## src/hw/rtl/ettv_pkg.sv

```systemverilog
package ettv_pkg;

   // Fixed field geometry: 4096 counts a turn, 16-bit turn counter.
   localparam int ANGLE_BITS = 12;
   localparam int TURN_BITS  = 16;
   localparam int POS_BITS   = ANGLE_BITS + TURN_BITS;
   localparam int TIME_BITS  = 32;
   localparam int VEL_BITS   = 32;
   localparam int PERIOD_BITS = 16;
   localparam int CSR_DATA_BITS = 16;

   // |dp| * 1e6 fits in 48 bits (|dp| < 2^28, 1e6 < 2^20).
   localparam int SCALE_BITS = 20;
   localparam logic [SCALE_BITS-1:0] US_PER_SEC = SCALE_BITS'(1000000);
   localparam int NUM_BITS  = POS_BITS + SCALE_BITS;
   localparam int DIV_STEPS = NUM_BITS;
   localparam int CNT_BITS  = $clog2(DIV_STEPS);

   localparam logic [ANGLE_BITS-1:0]  WRAP_THRESHOLD_RESET = ANGLE_BITS'(3276);
   localparam logic [PERIOD_BITS-1:0] DEFAULT_PERIOD_RESET = PERIOD_BITS'(1000);

   localparam logic signed [TURN_BITS-1:0] TURN_MAX = {1'b0, {(TURN_BITS-1){1'b1}}};
   localparam logic signed [TURN_BITS-1:0] TURN_MIN = {1'b1, {(TURN_BITS-1){1'b0}}};

   localparam logic [VEL_BITS-1:0] VEL_POS_SAT = {1'b0, {(VEL_BITS-1){1'b1}}};
   localparam logic [VEL_BITS-1:0] VEL_NEG_SAT = {1'b1, {(VEL_BITS-1){1'b0}}};

   // Register indexes
   localparam logic CSR_WRAP_THRESHOLD = 1'b0;
   localparam logic CSR_DEFAULT_PERIOD = 1'b1;

   typedef enum logic [1:0] {
      S_IDLE,
      S_MUL,
      S_DIV,
      S_FIN
   } ettv_state_type;

endpackage

```

## src/hw/rtl/ettv_ifs.sv

```systemverilog
interface ettv_req_if import ettv_pkg::*; ();
   logic                  valid;
   logic                  ready;
   logic [ANGLE_BITS-1:0] raw_angle;
   logic [TIME_BITS-1:0]  timestamp_us;
   logic                  velocity_request;

   modport source (output valid, raw_angle, timestamp_us, velocity_request, input ready);
   modport sink   (input valid, raw_angle, timestamp_us, velocity_request, output ready);
endinterface

interface ettv_rsp_if import ettv_pkg::*; ();
   logic                         valid;
   logic                         ready;
   logic [ANGLE_BITS-1:0]        single_turn_angle;
   logic signed [TURN_BITS-1:0]  turn_count;
   logic signed [POS_BITS-1:0]   multi_turn_position;
   logic signed [VEL_BITS-1:0]   velocity_cps;
   logic                         velocity_valid;

   modport source (output valid, single_turn_angle, turn_count, multi_turn_position,
                   velocity_cps, velocity_valid, input ready);
   modport sink   (input valid, single_turn_angle, turn_count, multi_turn_position,
                   velocity_cps, velocity_valid, output ready);
endinterface

```

## src/hw/rtl/encoder_turn_tracker_velocity.sv

```systemverilog
// Sequence: intake, then finish without a velocity request, or intake, multiply,
//    48 divide steps and finish with one; finish waits for a free output register.
// Intake: a new item is taken only in idle, once the last one is through; a single
//    restoring divider, one quotient bit a cycle, sets the velocity figure.
// Reset: synchronous, active high; clears tracking state, snapshot and control,
//    and loads the register reset values (threshold 3276, period 1000 us).
module encoder_turn_tracker_velocity
   import ettv_pkg::*;
(
   input  logic                     clock,
   input  logic                     reset,
   ettv_req_if.sink                 req_ch,
   ettv_rsp_if.source               rsp_ch,
   input  logic                     csr_we,
   input  logic                     csr_index,
   input  logic [CSR_DATA_BITS-1:0] csr_wdata
);

   // ---------------------------------------------------------------------
   // Registers
   // ---------------------------------------------------------------------
   ettv_state_type state_ff, state_in;

   // configuration
   logic [ANGLE_BITS-1:0]  wrap_thr_ff;
   logic [PERIOD_BITS-1:0] dflt_period_ff;

   // tracking state
   logic                        primed_ff, primed_in;
   logic [ANGLE_BITS-1:0]       last_angle_ff, last_angle_in;
   logic signed [TURN_BITS-1:0] turns_ff, turns_in;
   logic signed [POS_BITS-1:0]  snap_pos_ff, snap_pos_in;
   logic [TIME_BITS-1:0]        snap_time_ff, snap_time_in;

   // velocity datapath
   logic                   vreq_ff, vreq_in;      // this item wants a velocity
   logic                   neg_ff, neg_in;        // sign of position change
   logic [POS_BITS-1:0]    absdp_ff, absdp_in;    // |position change|
   logic [TIME_BITS-1:0]   dt_ff, dt_in;          // divisor, never zero
   logic [NUM_BITS-1:0]    num_ff, num_in;        // dividend, then quotient
   logic [TIME_BITS-1:0]   rem_ff, rem_in;
   logic [CNT_BITS-1:0]    cnt_ff, cnt_in;

   // result register
   logic                        rsp_valid_ff, rsp_valid_in;
   logic [ANGLE_BITS-1:0]       rsp_angle_ff, rsp_angle_in;
   logic signed [TURN_BITS-1:0] rsp_turns_ff, rsp_turns_in;
   logic signed [POS_BITS-1:0]  rsp_pos_ff, rsp_pos_in;
   logic [VEL_BITS-1:0]         rsp_vel_ff, rsp_vel_in;
   logic                        rsp_vvalid_ff, rsp_vvalid_in;

   // ---------------------------------------------------------------------
   // Intake arithmetic on the offered sample
   // ---------------------------------------------------------------------
   logic                        req_xfer;
   logic signed [ANGLE_BITS:0]  jump;
   logic [ANGLE_BITS-1:0]       jump_mag;
   logic                        wrap;
   logic signed [TURN_BITS-1:0] turns_next;
   logic signed [POS_BITS-1:0]  pos_next;
   logic signed [POS_BITS:0]    dp;
   logic [TIME_BITS-1:0]        ts_diff;
   logic [TIME_BITS-1:0]        dflt_dt;

   assign req_ch.ready = (state_ff == S_IDLE);
   assign req_xfer     = req_ch.valid && req_ch.ready;

   always_comb begin
      jump     = $signed({1'b0, req_ch.raw_angle}) - $signed({1'b0, last_angle_ff});
      jump_mag = jump[ANGLE_BITS] ? ANGLE_BITS'(-jump) : jump[ANGLE_BITS-1:0];
      // a large forward jump is a backward wrap and the other way round
      wrap     = jump_mag > wrap_thr_ff;
      turns_next = turns_ff;
      if (!primed_ff) begin
         turns_next = '0;
      end else if (wrap && !jump[ANGLE_BITS]) begin
         if (turns_ff != TURN_MIN) turns_next = turns_ff - TURN_BITS'(1);
      end else if (wrap) begin
         if (turns_ff != TURN_MAX) turns_next = turns_ff + TURN_BITS'(1);
      end
      pos_next = {turns_next, req_ch.raw_angle};
      dp       = {pos_next[POS_BITS-1], pos_next} - {snap_pos_ff[POS_BITS-1], snap_pos_ff};
      ts_diff  = req_ch.timestamp_us - snap_time_ff;
      // a zero default period is taken as one microsecond
      dflt_dt  = (dflt_period_ff == '0) ? TIME_BITS'(1) : TIME_BITS'(dflt_period_ff);
   end

   // ---------------------------------------------------------------------
   // Divider step and output saturation
   // ---------------------------------------------------------------------
   logic [TIME_BITS+1:0] trial;
   logic                 out_free;
   logic [VEL_BITS-1:0]  vel_sat;

   assign trial    = {1'b0, rem_ff, num_ff[NUM_BITS-1]} - {2'b00, dt_ff};
   assign out_free = !rsp_valid_ff || rsp_ch.ready;

   always_comb begin
      if (neg_ff) begin
         vel_sat = (num_ff > NUM_BITS'(VEL_NEG_SAT)) ? VEL_NEG_SAT
                                                     : -num_ff[VEL_BITS-1:0];
      end else begin
         vel_sat = (num_ff > NUM_BITS'(VEL_POS_SAT)) ? VEL_POS_SAT
                                                     : num_ff[VEL_BITS-1:0];
      end
   end

   // ---------------------------------------------------------------------
   // Sequencer
   // ---------------------------------------------------------------------
   always_comb begin
      state_in      = state_ff;
      primed_in     = primed_ff;
      last_angle_in = last_angle_ff;
      turns_in      = turns_ff;
      snap_pos_in   = snap_pos_ff;
      snap_time_in  = snap_time_ff;
      vreq_in       = vreq_ff;
      neg_in        = neg_ff;
      absdp_in      = absdp_ff;
      dt_in         = dt_ff;
      num_in        = num_ff;
      rem_in        = rem_ff;
      cnt_in        = cnt_ff;
      rsp_valid_in  = rsp_valid_ff && !rsp_ch.ready;
      rsp_angle_in  = rsp_angle_ff;
      rsp_turns_in  = rsp_turns_ff;
      rsp_pos_in    = rsp_pos_ff;
      rsp_vel_in    = rsp_vel_ff;
      rsp_vvalid_in = rsp_vvalid_ff;

      unique case (state_ff)
         S_IDLE: begin
            if (req_ch.valid) begin
               primed_in     = 1'b1;
               last_angle_in = req_ch.raw_angle;
               turns_in      = turns_next;
               vreq_in       = primed_ff && req_ch.velocity_request;
               neg_in        = dp[POS_BITS];
               absdp_in      = dp[POS_BITS] ? POS_BITS'(-dp) : dp[POS_BITS-1:0];
               dt_in         = (ts_diff == '0) ? dflt_dt : ts_diff;
               // first sample primes the snapshot; a request takes a new one
               if (!primed_ff || req_ch.velocity_request) begin
                  snap_pos_in  = pos_next;
                  snap_time_in = req_ch.timestamp_us;
               end
               state_in = (primed_ff && req_ch.velocity_request) ? S_MUL : S_FIN;
            end
         end
         S_MUL: begin
            num_in   = NUM_BITS'(absdp_ff) * NUM_BITS'(US_PER_SEC);
            rem_in   = '0;
            cnt_in   = CNT_BITS'(DIV_STEPS - 1);
            state_in = S_DIV;
         end
         S_DIV: begin
            // restoring step: one quotient bit shifts in as a dividend bit leaves
            num_in = {num_ff[NUM_BITS-2:0], !trial[TIME_BITS+1]};
            rem_in = trial[TIME_BITS+1] ? {rem_ff[TIME_BITS-2:0], num_ff[NUM_BITS-1]}
                                        : trial[TIME_BITS-1:0];
            cnt_in = cnt_ff - CNT_BITS'(1);
            if (cnt_ff == '0) state_in = S_FIN;
         end
         S_FIN: begin
            if (out_free) begin
               rsp_valid_in  = 1'b1;
               rsp_angle_in  = last_angle_ff;
               rsp_turns_in  = turns_ff;
               rsp_pos_in    = {turns_ff, last_angle_ff};
               rsp_vel_in    = vreq_ff ? vel_sat : '0;
               rsp_vvalid_in = vreq_ff;
               state_in      = S_IDLE;
            end
         end
         default: state_in = S_IDLE;
      endcase
   end

   always_ff @(posedge clock) begin
      if (reset) begin
         state_ff <= S_IDLE;
      end else begin
         state_ff <= state_in;
      end
   end

   // control and tracking state
   always_ff @(posedge clock) begin
      if (reset) begin
         wrap_thr_ff    <= WRAP_THRESHOLD_RESET;
         dflt_period_ff <= DEFAULT_PERIOD_RESET;
         primed_ff      <= 1'b0;
         last_angle_ff  <= '0;
         turns_ff       <= '0;
         snap_pos_ff    <= '0;
         snap_time_ff   <= '0;
         rsp_valid_ff   <= 1'b0;
         cnt_ff         <= '0;
      end else begin
         if (csr_we) begin
            unique case (csr_index)
               CSR_WRAP_THRESHOLD: wrap_thr_ff    <= csr_wdata[ANGLE_BITS-1:0];
               CSR_DEFAULT_PERIOD: dflt_period_ff <= csr_wdata[PERIOD_BITS-1:0];
               default:            ;
            endcase
         end
         primed_ff     <= primed_in;
         last_angle_ff <= last_angle_in;
         turns_ff      <= turns_in;
         snap_pos_ff   <= snap_pos_in;
         snap_time_ff  <= snap_time_in;
         rsp_valid_ff  <= rsp_valid_in;
         cnt_ff        <= cnt_in;
      end
   end

   // payload
   always_ff @(posedge clock) begin
      vreq_ff       <= vreq_in;
      neg_ff        <= neg_in;
      absdp_ff      <= absdp_in;
      dt_ff         <= dt_in;
      num_ff        <= num_in;
      rem_ff        <= rem_in;
      rsp_angle_ff  <= rsp_angle_in;
      rsp_turns_ff  <= rsp_turns_in;
      rsp_pos_ff    <= rsp_pos_in;
      rsp_vel_ff    <= rsp_vel_in;
      rsp_vvalid_ff <= rsp_vvalid_in;
   end

   assign rsp_ch.valid               = rsp_valid_ff;
   assign rsp_ch.single_turn_angle   = rsp_angle_ff;
   assign rsp_ch.turn_count          = rsp_turns_ff;
   assign rsp_ch.multi_turn_position = rsp_pos_ff;
   assign rsp_ch.velocity_cps        = rsp_vel_ff;
   assign rsp_ch.velocity_valid      = rsp_vvalid_ff;

   // ---------------------------------------------------------------------
   // Assertions
   // ---------------------------------------------------------------------
   a_div_ends : assert property (@(posedge clock) disable iff (reset)
      (state_ff == S_DIV && cnt_ff == '0) |=> (state_ff == S_FIN))
      else $error("divider did not hand over to finish");

   a_fin_loads : assert property (@(posedge clock) disable iff (reset)
      (state_ff == S_FIN && out_free) |=> (rsp_valid_ff && state_ff == S_IDLE))
      else $error("result not loaded into output register");

   a_turn_step : assert property (@(posedge clock) disable iff (reset)
      !$past(reset) |-> (turns_ff == $past(turns_ff) ||
                         turns_ff == $past(turns_ff) + TURN_BITS'(1) ||
                         turns_ff == $past(turns_ff) - TURN_BITS'(1)))
      else $error("turn counter moved by more than one");

   a_unprimed_no_vel : assert property (@(posedge clock) disable iff (reset)
      (req_xfer && !primed_ff) |=> (state_ff == S_FIN && !vreq_ff))
      else $error("priming sample started a velocity computation");

endmodule
```

## src/flat_wrapper.sv

```systemverilog
// flat-port wrapper written by rule: the top's interface ports become plain ports
module encoder_turn_tracker_velocity_flat import ettv_pkg::*;
  (clock, reset, csr_we, csr_index, csr_wdata, req_ch_valid, req_ch_raw_angle, req_ch_timestamp_us, req_ch_velocity_request, req_ch_ready, rsp_ch_valid, rsp_ch_single_turn_angle, rsp_ch_turn_count, rsp_ch_multi_turn_position, rsp_ch_velocity_cps, rsp_ch_velocity_valid, rsp_ch_ready);
  ettv_req_if req_ch_i ();
  ettv_rsp_if rsp_ch_i ();
  input  logic clock;
  input  logic reset;
  input  logic csr_we;
  input  logic csr_index;
  input  logic [CSR_DATA_BITS-1:0] csr_wdata;
  input wire logic [$bits(req_ch_i.valid)-1:0] req_ch_valid;
  input wire logic [$bits(req_ch_i.raw_angle)-1:0] req_ch_raw_angle;
  input wire logic [$bits(req_ch_i.timestamp_us)-1:0] req_ch_timestamp_us;
  input wire logic [$bits(req_ch_i.velocity_request)-1:0] req_ch_velocity_request;
  output wire logic [$bits(req_ch_i.ready)-1:0] req_ch_ready;
  output wire logic [$bits(rsp_ch_i.valid)-1:0] rsp_ch_valid;
  output wire logic [$bits(rsp_ch_i.single_turn_angle)-1:0] rsp_ch_single_turn_angle;
  output wire logic [$bits(rsp_ch_i.turn_count)-1:0] rsp_ch_turn_count;
  output wire logic [$bits(rsp_ch_i.multi_turn_position)-1:0] rsp_ch_multi_turn_position;
  output wire logic [$bits(rsp_ch_i.velocity_cps)-1:0] rsp_ch_velocity_cps;
  output wire logic [$bits(rsp_ch_i.velocity_valid)-1:0] rsp_ch_velocity_valid;
  input wire logic [$bits(rsp_ch_i.ready)-1:0] rsp_ch_ready;
  assign req_ch_i.valid = req_ch_valid;
  assign req_ch_i.raw_angle = req_ch_raw_angle;
  assign req_ch_i.timestamp_us = req_ch_timestamp_us;
  assign req_ch_i.velocity_request = req_ch_velocity_request;
  assign req_ch_ready = req_ch_i.ready;
  assign rsp_ch_valid = rsp_ch_i.valid;
  assign rsp_ch_single_turn_angle = rsp_ch_i.single_turn_angle;
  assign rsp_ch_turn_count = rsp_ch_i.turn_count;
  assign rsp_ch_multi_turn_position = rsp_ch_i.multi_turn_position;
  assign rsp_ch_velocity_cps = rsp_ch_i.velocity_cps;
  assign rsp_ch_velocity_valid = rsp_ch_i.velocity_valid;
  assign rsp_ch_i.ready = rsp_ch_ready;
  encoder_turn_tracker_velocity u_core (.clock(clock), .reset(reset), .req_ch(req_ch_i), .rsp_ch(rsp_ch_i), .csr_we(csr_we), .csr_index(csr_index), .csr_wdata(csr_wdata));
endmodule
```

## config.mk

```make
export PLATFORM = sky130hd
export DESIGN_NAME = encoder_turn_tracker_velocity_flat
export DESIGN_NICKNAME = d
export VERILOG_FILES = /design/src/hw/rtl/ettv_pkg.sv /design/src/hw/rtl/ettv_ifs.sv /design/src/hw/rtl/encoder_turn_tracker_velocity.sv /design/src/flat_wrapper.sv
export SDC_FILE = /design/constraint.sdc
export NUM_CORES = 1
export LEC_CHECK = 0
export BUFFER_PORTS_ARGS = -buffer_cell sky130_fd_sc_hd__buf_2
export CORE_ASPECT_RATIO = 0.75
export CORE_MARGIN = 2
export CORE_UTILIZATION = 50
export DETAILED_ROUTE_END_ITERATION = 6
export GPL_TIMING_DRIVEN = 1
export PLACE_DENSITY = 0.67
export SETUP_SLACK_MARGIN = 0.1
export SLEW_MARGIN = 20
export SYNTH_ARGS = -nofsm -noshare
export SYNTH_HDL_FRONTEND = slang
export SYNTH_SLANG_ARGS = --single-unit
```

## constraint.sdc

```tcl
create_clock -name clock -period 11.7 [get_ports clock]
set_input_delay 2.34 -clock clock [delete_from_list [all_inputs] [get_ports clock]]
set_output_delay 2.34 -clock clock [all_outputs]
set_load 0.05 [all_outputs]
```

-- Word-level counts from Yosys, hierarchy flattened
Cells that the tools add are included.
- add/subtract/negate cells: 10
- $mul: 1
- order comparisons: 3
- equality and inequality tests: 8
- muxes and demuxes: 23
- bitwise operators: 1
- reductions and logical operators: 21
- operators by type and width (cell ; count):
    two-way mux 32 bit ; 5
    two-way mux 16 bit ; 6
    case mux 48 bit (2 select lines) ; 1
    case mux 32 bit (2 select lines) ; 1
    > comparator 48 x 31 -> 1 bit (second input constant) ; 1
    > comparator 48 x 32 -> 1 bit (second input constant) ; 1
    multiplier 28 x 14 -> 42 bit (second input constant) ; 1
    subtractor 33 x 32 -> 34 bit ; 1
    zero test 32 bit ; 1
    inequality test 16 bit (second input constant) ; 2
    negation 32 bit ; 1
    subtractor 32 bit ; 1
    subtractor 28 x 28 -> 29 bit ; 1
    two-way mux 28 bit ; 1
    negation 28 bit ; 1
    adder 16 x 2 -> 16 bit (second input constant) ; 1
    zero test 16 bit ; 1
    subtractor 16 x 2 -> 16 bit (second input constant) ; 1
    subtractor 12 x 12 -> 13 bit ; 1
    > comparator 12 bit ; 1
    two-way mux 12 bit ; 1
    negation 12 bit ; 1
    case mux 6 bit (2 select lines) ; 1
    two-way mux 2 bit ; 4
    other kinds (16) ; 30
- bits in registers: 357
- bits of input ports: 67
- output and inout bits: 91
- logic and storage cells: 88

-- Longest topological paths before layout
- depth in word-level cells: 10
- depth in mapped cells: 40
- mapped depth without buffers: 37

-- Worst setup path after synthesis
No wires, ideal clock.
- kind: input-to-reg
- from: input port req_ch_raw_angle[0]
- to: register u_core.absdp_ff[27], data pin
- setup time: 0.268 ns
- arrival: 9.667 ns
- required time: 11.432 ns
- path slack: 1.765 ns
- stages on the path: 36
- path buffers: 1
- cell sequence: inv_1 ha_1 inv_1 fa_1 a21o_1 a21oi_1 o21ai_0 a21oi_1 o21a_1 o211a_1 nor2_1 clkbuf_1 nor2_1 xnor2_1 ha_1 a21o_1 a21o_1 a21oi_1 o21ai_0 o22ai_1 nor3_1 or2_2 xnor2_1 nor2_1 ha_1 o21ai_0 o21bai_1 o31ai_1 o311ai_1 a2111oi_0 nor2_1 a2111oi_1 nor3_1 nor4_2 a41o_1 xnor3_1
- word-level cells in the longest chain between the ends: 10
- elaborated cells between the ends (all ways): 12
- those cells by class: add/sub: 4; order compare: 1; mux: 5; reduce/logical: 2
- RTL lines (element ; RTL line ; source):
    start: declaration ; flat_wrapper.sv:12 ; input wire logic [$bits(req_ch_i.raw_angle)-1:0] req_ch_raw_angle;
    subtractor 12 x 12 -> 13 bit (*) ; encoder_turn_tracker_velocity.sv:69 ; jump = $signed({1'b0, req_ch.raw_angle}) - $signed({1'b0, last_angle_ff});
    negation 12 bit ; encoder_turn_tracker_velocity.sv:70 ; jump_mag = jump[ANGLE_BITS] ? ANGLE_BITS'(-jump) : jump[ANGLE_BITS-1:0];
    two-way mux 12 bit ; encoder_turn_tracker_velocity.sv:70 ;
    > comparator 12 bit ; encoder_turn_tracker_velocity.sv:72 ; wrap = jump_mag > wrap_thr_ff;
    two-way mux 16 bit / logical AND 1 bit (equally long branches) ; encoder_turn_tracker_velocity.sv:78, encoder_turn_tracker_velocity.sv:76 ;
    two-way mux 16 bit (*) ; encoder_turn_tracker_velocity.sv:76 ; end else if (wrap && !jump[ANGLE_BITS]) begin
    two-way mux 16 bit (*) ; encoder_turn_tracker_velocity.sv:74 ; if (!primed_ff) begin
    net u_core.turns_next[0] ; encoder_turn_tracker_velocity.sv:59 ; logic signed [TURN_BITS-1:0] turns_next;
    subtractor 28 x 28 -> 29 bit (*) ; encoder_turn_tracker_velocity.sv:82 ; dp = {pos_next[POS_BITS-1], pos_next} - {snap_pos_ff[POS_BITS-1], snap_pos_ff};
    negation 28 bit ; encoder_turn_tracker_velocity.sv:140 ; absdp_in = dp[POS_BITS] ? POS_BITS'(-dp) : dp[POS_BITS-1:0];
    two-way mux 28 bit (*) ; encoder_turn_tracker_velocity.sv:140 ;
    end signal: assignment ; encoder_turn_tracker_velocity.sv:221 ; absdp_ff <= absdp_in;
    end: declaration ; encoder_turn_tracker_velocity.sv:38 ; logic [POS_BITS-1:0] absdp_ff, absdp_in;
The timed path passes the listed nets; every way through them passes the cells marked *.
A chain may end at the register's enable or synchronous reset.

-- Worst setup path in the final report
- from: input port req_ch_raw_angle[1]
- to: register u_core.absdp_ff[27], data pin
The elaborated chain is that of the path after synthesis.

==> qor.yml <==
status:
  status: "complete, no violations"
worst_hold_path:
  hp-class: "reg2reg"
  holdPathStages: 2
layout:
  area_growth_pct: 9.391
  nNetsFinal: 3494
  antenna_cells: 0
  drive_gt1_frac: 0.09938
  nFillCells: 4733
floorplan:
  die_h_um: 204.8
  initial_utilization: 0.5067
  fp-row-count: 73
  coreArea_mm2: 0.05307
  dieArea_mm2: 0.05566
  io-pin-count: 158
  fp.dieW_um: 271.8
synth:
  ys_types: 90
  syn_avg_cell_area_um2: 9.083
  synth_edf_count: 203
  ys_seq_elements: 329
  yosys_warnings: 0
  synthFlopType: "edfxtp_1"
  syn_area_mm2: 0.02689
  yosysSeqAreaShare: 0.3205
  syn_inst: 2960
  async_reset_ff_frac: 0
  mappedNetlistNets: 3413
clock_tree:
  ctsResizeCount: 0
  insertion_delay_ns: 0.58
  cts.path.max_buffers: 3
  cts_root_buffer: "clkbuf_16"
  clkTransAtPathRegs_ns: 0.05
  clock-sinks: 329
  htreeDepth: 2
  cts_setup_buffers: 0
  cts_buffers: 38
  cts_tree: "done"
  postCtsHoldBufs: 0
timing:
  post-route-period-util: 0.9220
  whs_ns: 0.4539
  fin_crit_ns: 10.79
  skew_ns: 0.03990
  tns_ns: 0
  fmax_mhz: 92.70
  worstMarginPinSlew_ns: 1.082
  setup_viol: 0
  rsz0062_at_grt: "false"
  worst_slack_ns: 0.9127
  slew_viol_final: 0
  slew_headroom: 0.2790
  hold_viol_final: 0
drt:
  dr.pass1.iters: 5
  wl_per_cell_um: 17.39
  drtAntennaViolNets: 0
  vias: 21764
  drt-total-wl_um: 65740
  drtIter0Drc: 1783
  drc_errors: 0
  viasPerCell: 5.756
grt:
  grt_max_degree: 100
  grt_pass1_wl_um: 107200
  top_usage_layer: "met2"
  grt_use_total: 0.2356
  antenna_found_initial: 2
  grtUsageMet3: 0.03130
  grt_pass1_vias: 20935
  grt_overflow: 0
  met2_usage: 0.3720
  use_met1: 0.3456
placement:
  pre_cts_ws_ns: 0.4704
  place_congestion: 0.8858
  portBuffers: 157
  dp_hpwl_um: 49160
worst_setup_path:
  r2r_cells: 35
  critPathMaxFanout: 19
  worstPathRequired_ns: 12.01
  cpPeakStageDelay_ns: 0.66
  cp_common_cell: "o21ai_0"
  critPathKind: "in2reg"
  r2r_slack_ns: 2.41
  cp.arrival_ns: 11.10
  startpoint_type: "primary input"
  crit_path_end_kind: "register"
  slowest_stage: "a2111oi_0"
job:
  max_cap_violations: 0
state kept, by name, summed over array words and instances, names as in the netlist, 2 cells and up:
name and cells:
u_core.rsp_ch.velocity_cps 32, u_core.rsp_ch.multi_turn_position 28, u_core.num_ff 48, u_core.wrap_thr_ff 12, u_core.dflt_period_ff 16, u_core.turns_ff 16, u_core.dt_ff 32, u_core.last_angle_ff 12
u_core.state_ff 2, u_core.rem_ff 32, u_core.absdp_ff 28, u_core.cnt_ff 6, u_core.snap_pos_ff 28, u_core.snap_time_ff 32
layout by cell type (no fill, tap or decap), types with 28 or more instances in the layout:
master / instances
o21ai_0: 129
inv_1: 298
or3_1: 35
xor2_1: 45
buf_2: 156
nor2b_1: 28
nor2_1: 202
xnor2_1: 98
ha_1: 265
a21oi_1: 246
nand2_1: 316
dfxtp_1: 126
clkbuf_16: 39
edfxtp_1: 203
nor3_1: 64
a21o_1: 56
fa_1: 119
o21a_1: 45
mux2i_1: 38
nand3_1: 45
logic make-up after synthesis:
kind of cell,synth area share
AOI/OAI and AO/OA,0.1719
xor gates and xnor gates,0.04742
adders and majority gates,0.2129
buffers and inverters,0.06580
DFF,0.3205
muxes,0.02085
and+or+nand+nor,0.1606
metal layers:
layer | vias to the layer above | wire, um
met3 | 62 | 3888
met5 | - | 15
met2 | 657 | 28590
met4 | 2 | 817
met1 | 10447 | 32440
li1 | 10596 | -
synth_stat cells, types with 28 or more instances:
cell / instances / share of area
a21o_1: 56 / 0.016
a21oi_1: 246 / 0.046
buf_4: 28 / 0.0078
clkbuf_1: 88 / 0.012
dfxtp_1: 126 / 0.094
edfxtp_1: 203 / 0.23
fa_1: 119 / 0.089
ha_1: 267 / 0.12
inv_1: 300 / 0.042
mux2i_1: 38 / 0.014
nand2_1: 317 / 0.044
nand3_1: 45 / 0.0084
nor2_1: 203 / 0.028
nor2b_1: 30 / 0.0070
nor3_1: 64 / 0.012
o21a_1: 46 / 0.013
o21ai_0: 130 / 0.024
or3_1: 35 / 0.0081
xnor2_1: 98 / 0.032
xor2_1: 45 / 0.015
layout make-up:
type / count / area, um2 / share of cell area
inverter: 301 / 1131 / 0.03846
timing repair buffer: 174 / 915.9 / 0.03114
sequential: 329 / 8618 / 0.2930
clock inverter: 20 / 257.7 / 0.008763
clock buffer: 48 / 1040 / 0.03535
tap: 712 / 890.9 / 0.03029
multi-input combinational: 2197 / 16560 / 0.5630
worst paths after layout:
kind	startpoint	end
worst max register to register	u_core.last_angle_ff[1]	u_core.absdp_ff[27]
worst max-delay path	req_ch_raw_angle[1]	u_core.absdp_ff[27]
worst min register to register	u_core.snap_time_ff[25]	u_core.snap_time_ff[25]
worst min-delay path	u_core.snap_time_ff[25]	u_core.snap_time_ff[25]
critical path, delay by kind of cell:
| kind | cells | cell delay, ns |
|---|---|---|
| compound gates | 17 | 4.49 |
| xor+xnor | 3 | 0.59 |
| fa+ha+maj | 3 | 1.00 |
| buf+inv | 2 | 0.39 |
| simple gates | 10 | 2.25 |
stage by stage:
step / util / std cells / instance area, um2
5_1_grt: 0.5542 / 3781 / 29410
3_5_place_dp: 0.5297 / 3713 / 28110
2_1_floorplan: - / 2960 / 26890
4_1_cts: 0.5542 / 3781 / 29410
6_report: 0.5542 / 3781 / 29410
3_3_place_gp: 0.5296 / 3713 / 28110
Power is left out: the tool's default activity adds up to more than one toggle a clock period on the data nets, which glitch-free logic cannot reach.
